$ cat config.mk
export PLATFORM = sky130hd
export DESIGN_NAME = isd_divider
export DESIGN_NICKNAME = d
export VERILOG_FILES = /design/src/rtl/isd_divider.sv
export SDC_FILE = /design/constraint.sdc
export NUM_CORES = 1
export LEC_CHECK = 0
export ABC_AREA = 1
export BUFFER_PORTS_ARGS = -buffer_cell sky130_fd_sc_hd__buf_4
export CAP_MARGIN = 5
export CORE_MARGIN = 4
export CORE_UTILIZATION = 50
export CTS_BUF_LIST = sky130_fd_sc_hd__clkbuf_8
export CTS_CLUSTER_SIZE = 24
export DETAILED_ROUTE_END_ITERATION = 10
export PLACE_DENSITY = 0.68
export SETUP_SLACK_MARGIN = 0.02
export SLEW_MARGIN = 20
export SYNTH_ARGS = -nofsm -noshare
export SYNTH_HDL_FRONTEND = slang
export SYNTH_SLANG_ARGS = --single-unit
$ cat constraint.sdc
create_clock -name clk_i -period 2.6 [get_ports clk_i]
set_input_delay 0 -clock clk_i [delete_from_list [all_inputs] [get_ports clk_i]]
set_output_delay 0 -clock clk_i [all_outputs]
set_load 0.03 [all_outputs]
$ cat src/rtl/isd_divider.sv
// ----------------------------------------------------------------------------
// isd_divider
// Restoring unsigned divider, one quotient bit per cycle. Divisor nonzero.
// ----------------------------------------------------------------------------
module isd_divider #(
  parameter int unsigned W = 31
) (
  input  logic         clk_i,
  input  logic         rst_ni,
  input  logic         start_i,
  input  logic [W-1:0] dividend_i,
  input  logic [W-1:0] divisor_i,
  output logic [W-1:0] quotient_o,
  output logic         done_o
);

  localparam int unsigned CW = $clog2(W);

  logic [W-1:0]  rem_q, rem_d;
  logic [W-1:0]  quo_q, quo_d;
  logic [W-1:0]  dsr_q;
  logic [CW-1:0] cnt_q, cnt_d;
  logic          busy_q, busy_d;
  logic          done_q, done_d;
  logic [W:0]    trial;
  logic [W:0]    diff;
  logic          ge;

  assign trial = {rem_q, quo_q[W-1]};
  assign ge    = trial >= {1'b0, dsr_q};
  assign diff  = trial - {1'b0, dsr_q};

  always_comb begin
    rem_d  = rem_q;
    quo_d  = quo_q;
    cnt_d  = cnt_q;
    busy_d = busy_q;
    done_d = 1'b0;
    if (start_i) begin
      rem_d  = '0;
      quo_d  = dividend_i;
      cnt_d  = CW'(W - 1);
      busy_d = 1'b1;
    end else if (busy_q) begin
      rem_d = ge ? diff[W-1:0] : trial[W-1:0];
      quo_d = {quo_q[W-2:0], ge};
      cnt_d = cnt_q - 1'b1;
      if (cnt_q == '0) begin
        busy_d = 1'b0;
        done_d = 1'b1;
      end
    end
  end

  always_ff @(posedge clk_i or negedge rst_ni) begin
    if (!rst_ni) begin
      busy_q <= 1'b0;
      done_q <= 1'b0;
      cnt_q  <= '0;
    end else begin
      busy_q <= busy_d;
      done_q <= done_d;
      cnt_q  <= cnt_d;
    end
  end

  always_ff @(posedge clk_i) begin
    rem_q <= rem_d;
    quo_q <= quo_d;
    if (start_i) begin
      dsr_q <= divisor_i;
    end
  end

  assign quotient_o = quo_q;
  assign done_o     = done_q;

endmodule

== Word-level counts from Yosys, hierarchy flattened ==
Cells that the tools add are included.
Storage, ports and cells
  register bits after elaboration: 100
  bits in latches: 0
  memory bits (writable): 0
  memory bits (read-only): 0
  output and inout port bits: 32
  memories: 0
Operators by class
  add/sub/neg operators: 2
  $mul: 0
  divide/modulo/power cells: 0
  order comparisons: 1
  eq/ne operators: 0
  shifts and indexed selects: 0
  mux-type cells: 11
  bitwise gates (word level): 0
  reduce and logical (&&, ||, !) cells: 2
Operators by type and width (count)
  31-bit 2-to-1 mux: 3
  32-bit by 31-bit >= comparator with 1-bit output: 1
  31-bit subtractor: 1
  5-bit 2-to-1 mux: 2
  1-bit 2-to-1 mux: 6
  5-bit logical NOT: 1
  5-bit by 1-bit subtractor with 5-bit output, second input constant: 1
  2-bit nonzero test: 1

== Logic depth before layout (Yosys ltp) ==
  depth after elaboration: 4
  gate-level depth with buffers: 17
  gate-level depth less buffers: 16

== Worst setup path before layout ==
Ideal clock, no wire load.
  path type: flip-flop to flip-flop
  from: reg quo_q[30], in the netlist quotient_o[30]
  to: reg rem_q[5]
  setup time: 0.173 ns
  data arrival time: 2.137 ns
  data required time: 2.427 ns
  path slack: 0.290 ns
  cell stages (with the launch flop): 17
  buffers on the path: 1
  period minus slack after synthesis: 2.310 ns
  cell sequence: edfxtp_1 -> inv_1 -> ha_1 -> fa_1 -> inv_1 -> nand2_1 -> nand2_1 -> nand3_1 -> nand2_2 -> nand2_2 -> nand3_2 -> nand2_4 -> nand2_4 -> buf_6 -> nand2_1 -> nand3_1 -> o21ai_1
On the way
  cells in the longest elaborated chain, start to end: 2
  elaborated cells between the ends (all ways): 3
  those cells by class: 1 x add/sub; 1 x order compare; 1 x mux
RTL lines
  start: declaration: line 20  | logic [W-1:0] quo_q, quo_d;
  start signal: assignment: line 69  | quo_q <= quo_d;
  31-bit subtractor or 32-bit by 31-bit >= comparator with 1-bit output (tied branches): line 31, 30
  31-bit 2-to-1 mux *: line 45  | rem_d = ge ? diff[W-1:0] : trial[W-1:0];
  end signal: assignment: line 68  | rem_q <= rem_d;
  end: declaration: line 19  | logic [W-1:0] rem_q, rem_d;
Mark *: on every way between the ends. The rest lies on a longest branch, timed or not.
A chain may end at the register's enable or synchronous reset.

== Worst setup path after layout ==
  from: reg quo_q[30], in the netlist quotient_o[30]
  to: reg rem_q[25]
The elaborated chain is that of the path after synthesis.

==> key figures <==
Worst setup path
  – Internal reg-to-reg setup slack: 260 ps
  – Crit. End Element: register
  – R2r startpoint: quotient_o[30]$_DFFE_PP_
  – CP startpoint kind: register
  – WP data arrival: 2680 ps
  – WS Path Type: register to register
  – Crit path max fanout: 24
  – RR Endpoint: rem_q[25]$_SDFFE_PP0P_
  – Worst Path Required: 2940 ps
  – Worst R2R Path Depth: 17

Timing
  – TNS Setup: 0 ps
  – Final hold violations: 0
  – Fin crit share: 90.0%
  – Post-route setup slack: 259 ps
  – Slew @ Worst Pin: 610 ps
  – Fmax: 0.427 GHz
  – Final setup viols: 0
  – Final Skew: 17.6 ps
  – Final Max Tran Viols: 0
  – RSZ-0062 raised after global routing: false
  – Tmin final: 2340 ps
  – Worst slew margin: 59.3%

Clocking
  – CTS tree: done
  – CTS root buf: clkbuf_8
  – Clk_lat worst skew: 390 ps
  – CTS max path bufs: 2
  – Clock transition at the registers of the reported paths: 110 ps
  – Htree depth: 3
  – CTS Sinks: 100
  – CTS buffer count: 9

Logic synthesis
  – Synth unique cells: 38
  – Synth Flop Type: edfxtp_1
  – Synth Instances: 971
  – Yosys top cell area share: 27.6%
  – Synth Area per Inst: 6.95 µm²
  – Top cells by area, synth: edfxtp_1, nand2_1, inv_1
  – Mapped Area: 6750 µm²
  – Register area share after synthesis: 39.4%
  – Post-synth EDFFs: 62
  – Post-synth ARST share: 7.00%
  – Post-synth top area cell: edfxtp_1
  – Synth warnings: 0
  – Yosys reg bits: 100
  – Syn_nets: 1070

Flow run
  – Max Cap Violations: 0

Route
  – Number of routed nets with antenna violations: 0
  – DRC Markers: 0
  – DRT Wirelength: 17.4 mm
  – DR vias: 6301
  – Initial DRC count: 419
  – Detailed Routing Iterations Pass 1: 6
  – WL/cell: 13.3 µm
  – Vias per std cell: 4.81

Global routing
  – Vias in the first global route: 5985
  – GRT Total Usage: 22.7%
  – First-pass GRT wire length: 28.9 mm
  – GRT overflow: 0
  – Antenna violations before repair: 0
  – Largest net degree at the start of global routing: 40

Placed design
  – Detailed placement HPWL: 12.5 mm
  – Port Buf Inserts: 96
  – Place WS: 173 ps
  – Placed cells: 1229
  – RD Place Congestion: 0.940
  – Area post-placement: 7640 µm²

Finish
  – Register area: 2660 µm²
  – Multi-input gate area: 3270 µm²
  – # fillers: 1191
  – Antenna cells: 0
  – Post-Layout Cell Count: 1309
  – Layout cells sized above 1: 13.4%
  – P&R area growth vs syn: 25.4%
  – Final nets: 1227
  – Design Area, Final: 8470 µm²

Power and ir drop
  – PD cells: 876 nW/µm²
  – P_leak: 4.56 nW
  – Worst vdd ir: 0.000467 V

Floorplan
  – # IOs: 97
  – Rows: 42
  – Die height: 124 µm
  – Die X-Extent: 124 µm
  – Starting Density: 51.0%
  – DIE AREA: 15400 µm²
  – Core Area: 13200 µm²

Hold path
  – Worst Hold Endpoint: dsr_q[4]$_DFFE_PP_
  – Hold path startpoint: start_i
  – Hold depth: 1
  – Hold Crit Class: input pin to register

Status
  – Status: finished clean
## placed cells by master, fill, tap and decap left out, drive strengths merged, types with 3 or more instances in the layout
cell         synthesis  layout
clkinv               6       8
dfrtp                7       7
nand4                7       7
nor3                 5       5
o21ai               16      16
nand3               79      79
clkbuf              12       9
ha                  33      33
nand3b              16      16
nand2              410     410
inv                182     186
dfxtp               31      31
a21oi               18      18
buf                 10     104
xnor2               12      12
edfxtp              62      62
dlygate4sd3          0      64
and2                 4       4
xor2                 3       3
nor2                49      49
## kinds of logic after synthesis
kind of cell	Yosys count	share of synthesized area, %
AO/OA/AOI/OAI	38	3.11
XOR/XNOR	15	1.95
adder cells (fa/ha/maj)	34	6.41
buffers and inverters	210	12.4
flip-flops	100	39.4
AND/OR/NAND/NOR	574	36.8
## Yosys cell counts (5+ instances only)
cell and number:
edfxtp_1 62, xnor2_1 12, ha_1 33, nand3b_1 16, o21ai_1 12, nor2_1 41, inv_2 5, a21oi_1 15
nand3_1 72, inv_1 177, clkbuf_1 12, dfxtp_1 31, nand2_1 401, dfrtp_1 7, nand3_2 7, buf_6 5
nand2_2 7, clkinv_1 6, nand4_1 7
## power by group
part | switching, W | internal, W
registers | 0.000195 | 0.00201
logic | 0.00266 | 0.00159
clock network | 0.000600 | 0.000362
total | 0.00345 | 0.00397
## state kept, by name (all words and copies together) (netlist names)
name        count
done_o          1
rem_q          31
dsr_q          31
quotient_o     31
busy_q          1
cnt_q           5
## repair_timing
action                                 4_1_cts  5_1_grt
endpoints found under the hold margin       69        0
buffers inserted                             0        0
gates resized for setup                      0        2
setup endpoints to repair                    0       31
hold buffers                                64        0
## critical path, cell delays in order, from the launching register on
cell,delay (ps)
edfxtp_1,360
inv_1,60
ha_1,220
fa_1,410
inv_1,110
nand2_1,50
nand2_1,70
nand3_1,80
nand2_2,130
nand2_2,70
nand3_2,80
nand2_4,120
buf_6,220
nand3_1,90
nand2_1,60
inv_1,60
nand2_1,50
nand2_1,50
## stage by stage
step	util, %	total power (W)	hold WS [ps]
finish	64.0	0.00742	48.6
floorplan	-	0.00545	-296
global placement	57.7	0.00634	-181
global route	64.0	0.00811	45.5
CTS	63.9	0.00742	31.3
detailed placement	57.7	0.00636	-182
## how the worst max path moves through the flow
| stage | from | to |
|---|---|---|
| floorplan | quotient_o[30]$_DFFE_PP_ | rem_q[5]$_SDFFE_PP0P_ |
| global placement | quotient_o[30]$_DFFE_PP_ | rem_q[5]$_SDFFE_PP0P_ |
| detailed placement | quotient_o[30]$_DFFE_PP_ | rem_q[23]$_SDFFE_PP0P_ |
| CTS | quotient_o[30]$_DFFE_PP_ | rem_q[21]$_SDFFE_PP0P_ |
| global route | quotient_o[30]$_DFFE_PP_ | rem_q[30]$_SDFFE_PP0P_ |
| finish | quotient_o[30]$_DFFE_PP_ | rem_q[25]$_SDFFE_PP0P_ |
## layout make-up
cell class | instances | share of cell area [%]
multi-input combinational | 661 | 38.6
sequential | 100 | 31.4
timing repair buffer | 168 | 17.0
inverter | 188 | 8.33
tap | 176 | 2.60
clock buffer | 9 | 1.46
clock inverter | 7 | 0.650
## per-layer routing
metal | share of wire [%] | vias up | wire, µm | global-route usage [%]
met5 | 0 | - | 0 | 0
met4 | 2.0 | 0 | 341 | 6.71
met3 | 4.8 | 24 | 827 | 4.60
met2 | 47 | 143 | 8130 | 37.5
met1 | 47 | 2834 | 8090 | 30.2
li1 | - | 3300 | - | -
(Power assumes the default switching activity.)
